--- src/hw/rtl/ofi_pkg.sv ---
// ----------------------------------------------------------------------------
// ofi_pkg
// Shared types, constants and helper functions for the odometry frame
// integrator.
// ----------------------------------------------------------------------------
package ofi_pkg;

  localparam int PAYLOAD_BYTES_DEF = 32;
  localparam int STORE_DEPTH       = 32;
  localparam int STORE_AW          = 5;
  localparam int STORE_WORDS       = STORE_DEPTH / 4;
  localparam int WORD_AW           = 3;
  localparam int NUM_FLOATS        = 8;
  localparam int TRIG_TERMS        = 5;

  localparam logic [7:0]  HDR_BYTE       = 8'hA0;
  localparam logic [31:0] TICK_RESET     = 32'd4295;
  localparam logic [30:0] DEADBAND_RESET = 31'd26214;

  localparam logic signed [35:0] Q_PI         = 36'sd1686629713;
  localparam logic signed [35:0] Q_TWO_PI     = 36'sd3373259426;
  localparam logic signed [35:0] Q_HALF_PI    = 36'sd843314857;
  localparam logic signed [35:0] Q_QUARTER_PI = 36'sd421657428;
  localparam logic signed [31:0] DEG2RAD_Q32  = 32'sd74961329;
  localparam logic [31:0]        ONE_Q30      = 32'd1073741824;
  localparam logic [63:0]        POS_LIM      = 64'd4294967296;
  localparam logic [63:0]        HEAD_LIM     = 64'd2147483647;

  localparam logic [31:0] SDIV [TRIG_TERMS] = '{32'd110, 32'd72, 32'd42, 32'd20, 32'd6};
  localparam logic [31:0] CDIV [TRIG_TERMS] = '{32'd90, 32'd56, 32'd30, 32'd12, 32'd2};
  localparam logic [31:0] SREC [TRIG_TERMS] = '{
    32'(64'd4294967296 / 110), 32'(64'd4294967296 / 72), 32'(64'd4294967296 / 42),
    32'(64'd4294967296 / 20), 32'(64'd4294967296 / 6)};
  localparam logic [31:0] CREC [TRIG_TERMS] = '{
    32'(64'd4294967296 / 90), 32'(64'd4294967296 / 56), 32'(64'd4294967296 / 30),
    32'(64'd4294967296 / 12), 32'(64'd4294967296 / 2)};

  typedef struct packed {
    logic       command;
    logic [7:0] rx_byte;
  } item_t;

  typedef struct packed {
    logic signed [31:0] pos_x;
    logic signed [31:0] pos_y;
    logic signed [31:0] heading;
    logic signed [31:0] linear_speed;
    logic signed [31:0] turn_rate;
    logic signed [31:0] gyro_x;
    logic signed [31:0] gyro_y;
    logic signed [31:0] gyro_z;
    logic signed [31:0] accel_x;
    logic signed [31:0] accel_y;
    logic signed [31:0] accel_z;
  } result_t;

  typedef enum logic {
    REG_TICK_SECONDS,
    REG_GYRO_DEADBAND
  } cfg_idx_t;

  typedef enum logic [1:0] {
    PH_HUNT,
    PH_HDR,
    PH_PAY
  } phase_t;

  typedef enum logic [3:0] {
    ST_IDLE, ST_CONV, ST_PREP, ST_SQR, ST_MA, ST_MB, ST_MC,
    ST_SIN, ST_ROT, ST_STX, ST_STY, ST_STH, ST_FIN
  } state_t;

  typedef enum logic [3:0] {
    OP_NONE, OP_CONV, OP_PREP, OP_SQR, OP_MA, OP_MB, OP_MC,
    OP_SIN, OP_ROT, OP_STX, OP_STY, OP_STH, OP_FIN
  } op_t;

  typedef struct packed {
    logic                store_we;
    logic [STORE_AW-1:0] store_addr;
    logic [7:0]          store_data;
    logic                tick;
    logic                frame;
    op_t                 op;
    logic [2:0]          idx;
  } cmd_t;

  // IEEE single to Q16.16, truncated toward zero, saturated
  function automatic logic signed [31:0] f2q(logic [31:0] bits);
    logic [7:0]  e;
    logic [23:0] sig;
    logic [31:0] mag;
    logic        sat;
    e   = bits[30:23];
    sig = {1'b1, bits[22:0]};
    sat = 1'b0;
    mag = '0;
    if (e == 8'd0 || (e == 8'd255 && bits[22:0] != '0)) begin
      return '0;
    end
    if (e >= 8'd142) begin
      sat = 1'b1;
    end else if (e >= 8'd134) begin
      mag = 32'(sig) << (e - 8'd134);
    end else if ((8'd134 - e) < 8'd32) begin
      mag = 32'(sig) >> (8'd134 - e);
    end
    if (bits[31]) begin
      return (sat || mag[31]) ? 32'sh8000_0000 : -$signed(mag);
    end
    return (sat || mag[31]) ? 32'sh7FFF_FFFF : $signed(mag);
  endfunction

  // (mag * b) >> s limited to lim, sign applied; lo/hi are the partial products with the two 32-bit halves of b
  function automatic logic signed [33:0] mss(logic [63:0] lo, logic [63:0] hi,
                                             logic neg, int s, logic [63:0] lim);
    logic [63:0]        r;
    logic signed [33:0] m;
    if (hi > (lim >> (32 - s))) begin
      r = lim;
    end else begin
      r = (hi << (32 - s)) + (lo >> s);
      if (r > lim) begin
        r = lim;
      end
    end
    m = {1'b0, r[32:0]};
    return neg ? -m : m;
  endfunction

  function automatic logic signed [31:0] sat32(logic signed [35:0] v);
    if (v > 36'sd2147483647) begin
      return 32'sh7FFF_FFFF;
    end
    if (v < -36'sd2147483648) begin
      return 32'sh8000_0000;
    end
    return v[31:0];
  endfunction

endpackage

--- src/hw/rtl/ofi_ctrl.sv ---
// ----------------------------------------------------------------------------
// ofi_ctrl
// Frame parser and sequencer for the odometry frame integrator.
// ----------------------------------------------------------------------------
module ofi_ctrl #(
  parameter int PAYLOAD_BYTES = ofi_pkg::PAYLOAD_BYTES_DEF
) (
  input  logic           clk,
  input  logic           rst,
  input  logic           item_valid,
  input  ofi_pkg::item_t item,
  output logic           item_stall,
  output logic           result_valid,
  input  logic           result_stall,
  output ofi_pkg::cmd_t  cmd
);
  import ofi_pkg::*;

  localparam int CNT_W = $clog2(PAYLOAD_BYTES + 1);

  state_t           state, state_next;
  phase_t           phase, phase_next;
  logic [CNT_W-1:0] count, count_next;
  logic [2:0]       idx, idx_next;
  logic             rv_next;
  logic [CNT_W-1:0] cnt_inc;
  logic             accept, is_byte, last_byte, fin_go;

  assign cnt_inc   = count + CNT_W'(1);
  assign accept    = item_valid && (state == ST_IDLE);
  assign is_byte   = accept && !item.command;
  assign last_byte = is_byte && (phase == PH_PAY) && (cnt_inc >= CNT_W'(PAYLOAD_BYTES));
  assign fin_go    = !result_valid || !result_stall;

  always_ff @(posedge clk) begin
    if (rst) begin
      state        <= ST_IDLE;
      phase        <= PH_HUNT;
      count        <= '0;
      idx          <= '0;
      result_valid <= 1'b0;
    end else begin
      state        <= state_next;
      phase        <= phase_next;
      count        <= count_next;
      idx          <= idx_next;
      result_valid <= rv_next;
    end
  end

  always_comb begin
    state_next = state;
    phase_next = phase;
    count_next = count;
    idx_next   = idx;
    rv_next    = result_valid && result_stall;
    case (state)
      ST_IDLE: begin
        if (is_byte) begin
          case (phase)
            PH_HUNT: phase_next = (item.rx_byte == HDR_BYTE) ? PH_HDR : PH_HUNT;
            PH_HDR: begin
              phase_next = (item.rx_byte == HDR_BYTE) ? PH_PAY : PH_HUNT;
              count_next = '0;
            end
            PH_PAY: begin
              if (last_byte) begin
                phase_next = PH_HUNT;
                count_next = '0;
                state_next = ST_CONV;
                idx_next   = '0;
              end else begin
                count_next = cnt_inc;
              end
            end
            default: phase_next = PH_HUNT;
          endcase
        end
      end
      ST_CONV: begin
        idx_next = idx + 3'd1;
        if (idx == 3'(NUM_FLOATS - 1)) begin
          state_next = ST_PREP;
          idx_next   = '0;
        end
      end
      ST_PREP: state_next = ST_SQR;
      ST_SQR:  state_next = ST_MA;
      ST_MA:   state_next = ST_MB;
      ST_MB:   state_next = ST_MC;
      ST_MC: begin
        if (idx == 3'(TRIG_TERMS - 1)) begin
          state_next = ST_SIN;
          idx_next   = '0;
        end else begin
          state_next = ST_MA;
          idx_next   = idx + 3'd1;
        end
      end
      ST_SIN: state_next = ST_ROT;
      ST_ROT: state_next = ST_STX;
      ST_STX: state_next = ST_STY;
      ST_STY: state_next = ST_STH;
      ST_STH: state_next = ST_FIN;
      ST_FIN: begin
        if (fin_go) begin
          state_next = ST_IDLE;
          rv_next    = 1'b1;
        end
      end
      default: state_next = ST_IDLE;
    endcase
  end

  always_comb begin
    item_stall     = (state != ST_IDLE);
    cmd.store_we   = is_byte && (phase == PH_PAY) && (count < CNT_W'(STORE_DEPTH));
    cmd.store_addr = count[STORE_AW-1:0];
    cmd.store_data = item.rx_byte;
    cmd.tick       = accept && item.command;
    cmd.frame      = last_byte;
    cmd.idx        = idx;
    case (state)
      ST_CONV: cmd.op = OP_CONV;
      ST_PREP: cmd.op = OP_PREP;
      ST_SQR:  cmd.op = OP_SQR;
      ST_MA:   cmd.op = OP_MA;
      ST_MB:   cmd.op = OP_MB;
      ST_MC:   cmd.op = OP_MC;
      ST_SIN:  cmd.op = OP_SIN;
      ST_ROT:  cmd.op = OP_ROT;
      ST_STX:  cmd.op = OP_STX;
      ST_STY:  cmd.op = OP_STY;
      ST_STH:  cmd.op = OP_STH;
      ST_FIN:  cmd.op = fin_go ? OP_FIN : OP_NONE;
      default: cmd.op = OP_NONE;
    endcase
  end

endmodule

--- config.mk ---
export PLATFORM = sky130hd
export DESIGN_NAME = ofi_ctrl
export DESIGN_NICKNAME = d
export VERILOG_FILES = /design/src/hw/rtl/ofi_pkg.sv /design/src/hw/rtl/ofi_ctrl.sv
export SDC_FILE = /design/constraint.sdc
export NUM_CORES = 1
export LEC_CHECK = 0
export BUFFER_PORTS_ARGS = -buffer_cell sky130_fd_sc_hd__buf_2
export CAP_MARGIN = 5
export CORE_MARGIN = 4
export CORE_UTILIZATION = 45
export DETAILED_ROUTE_END_ITERATION = 16
export PLACE_DENSITY = 0.73
export RECOVER_POWER = 100
export SYNTH_ARGS = -nofsm -noshare
export SYNTH_HDL_FRONTEND = slang
export SYNTH_SLANG_ARGS = --single-unit
--- constraint.sdc ---
create_clock -name clk -period 2.3 [get_ports clk]
set_input_delay 0.46 -clock clk [delete_from_list [all_inputs] [get_ports clk]]
set_output_delay 0.46 -clock clk [all_outputs]
set_load 0.02 [all_outputs]
==> metrics <==
status=completed; Warnings, synthesis=0; most common cell after layout, fill and taps aside=clkbuf_1; initial drt markers=15; worst skew pair latency=290 ps; vias per std cell=5.51; post-DP HPWL=1820 um; endpoints failing hold=0; Total GRT Usage=14.2%; RSZ-0062 raised after global routing=no; worst-path fanout max=5; Cells after Synth=139; CTS tree=yes; Data required, critical path=1840 ps; Starting Density=49.3%; Post-synth EDFFs=0; pwr/cell area=415 nW/um^2; Syn Area/Cell=8.16 um^2; Setup violations, final=0; Ant. Diodes=0; Worst Tran Pin Value=669 ps; time the worst path needs with I/O delays and setup=2180 ps; area of the multi-input gates=633 um^2; async set-reset flop share out of synthesis=0%; CP Data Arrival Time=1720 ps; Chip Height=58.2 um; CTS Buffer Depth=2; post-route ant nets=0; crit path launch type=register; final instance area=1220 um^2; Static Leak=0.494 nW; largest net degree at the start of global routing=16; layout cells sized above 1=13.5%; # fillers=236; Cell Area, Synth=1130 um^2; vias=1053; gr ovfl total=0; Yosys reg bits=16; syn nets=159; drc violations=0; VDD IR max=333 uV; die area=3390 um^2; vias in the first global route=915; Worst Setup End Kind=output port; count of cell types in the netlist=37; CTS sink cnt=16; area leader, netlist=dfxtp_1; Top FF cell, synth=dfxtp_1; Register Area=322 um^2; clock-pin slew on the worst setup and hold paths=90 ps; Hold Path Class=primary input to register; PnR Total Power=0.507 mW; Port Buffers=37; first-pass GRT wire length=3780 um; Root Buffer=clkbuf_4; fmax=458 MHz; hold buffer count at cts=0; Setup Crit Path Kind=register to output port; Final Cycle Share=94.9%; H-tree Lvls=1; # Post-CTS Setup Buffers=0; initial antenna violation count=0; Seq/Total Area, Yosys=28.3%; worst hold slack=459 ps; Core Region=2300 um^2; First-pass DRT Iterations=4; Final nets=184; total wire length=2380 um; total CTS buffers=3; row count=17; final setup skew=1.35 ps; routability cong.=0.785; max-cap violations=0; Die Wd=58.2 um; Post-DP Area=1240 um^2; top cell type's share of synthesized area=28.3%; Syn-to-layout area delta=7.84%; headroom to the max-slew limit=55.4%; most frequent cells in the layout=clkbuf_1, dfxtp_1, nor2_1; routed wire length per instance=12.4 um; I/O pin count=38; Setup TNS Final=0 ps; top cells by area, synth=dfxtp_1, buf_4, ha_1; Final Max Tran Viols=0
-- where the power goes --
group          switching, mW  internal, mW
Clock                 0.0913        0.0965
Combinational         0.0278        0.0148
Sequential         0.0000219         0.277
Total                  0.119         0.388
-- cell usage after synthesis, types with 5 or more instances --
library cell	number
nand3_1	8
nor2_1	13
a21oi_1	8
buf_4	14
dfxtp_1	16
clkbuf_1	5
inv_1	6
ha_1	7
nand2_1	11
-- what timing repair did --
item                                    4_1_cts  5_1_grt
gates resized for setup                       0        1
endpoints found under the setup margin        0        1
hold endpoints to repair                      0        0
-- registers in the layout (all words and copies together) (netlist names) --
name	count
state	4
phase	2
result_valid	1
idx	3
count	6
-- through the flow --
step                utilization (%)  std cells  setup slack [ps]
floorplan                         -        139               496
CTS                            55.8        191              63.7
detailed placement             54.2        187               154
finish                         53.2        191               118
global route                   53.2        191              22.6
global placement               54.2        187               260
-- worst max-delay path, stage by stage (launching register included) --
cell	delay (ps)
dfxtp_1	430
nand3_1	130
or3_1	360
a21oi_2	290
clkbuf_2	230
-- cell families (layout without fill, tap and decap cells) --
logic type	after synthesis	after routing	synth area share, %
XOR/XNOR	4	4	3.09
buffers and inverters	26	50	13.2
AND/OR/NAND/NOR	54	54	26.7
flip-flops	16	16	28.3
AO/OA/AOI/OAI	29	29	18.3
multiplexers	3	3	2.65
adder cells (fa/ha/maj)	7	7	7.73
-- final timing paths --
| check | startpoint | endpoint | slack, ps | cells past startpoint |
|---|---|---|---|---|
| min | rst | state[3] | 460 | 2 |
| max | count[3] | cmd[7] | 120 | 4 |
| min reg2reg | phase[1] | phase[1] | 480 | 2 |
| max reg2reg | state[0] | count[3] | 200 | 5 |
-- layout make-up --
type	count	area share (%)
Multi-Input combinational cell	97	51.8
Sequential cell	16	26.3
Timing Repair Buffer	39	13.9
Clock buffer	4	2.97
Tap cell	28	2.87
Inverter	7	2.15
-- metal layers --
metal  part of all wire (%)  vias up  track usage [%]
met2                     47       48             23.7
met1                     42      466             16.8
met4                    1.6        0             4.97
met3                    9.1        5             4.68
li1                       -      534                -
met5                      0        -                0
No activity file was read; power rests on OpenSTA's default activity.
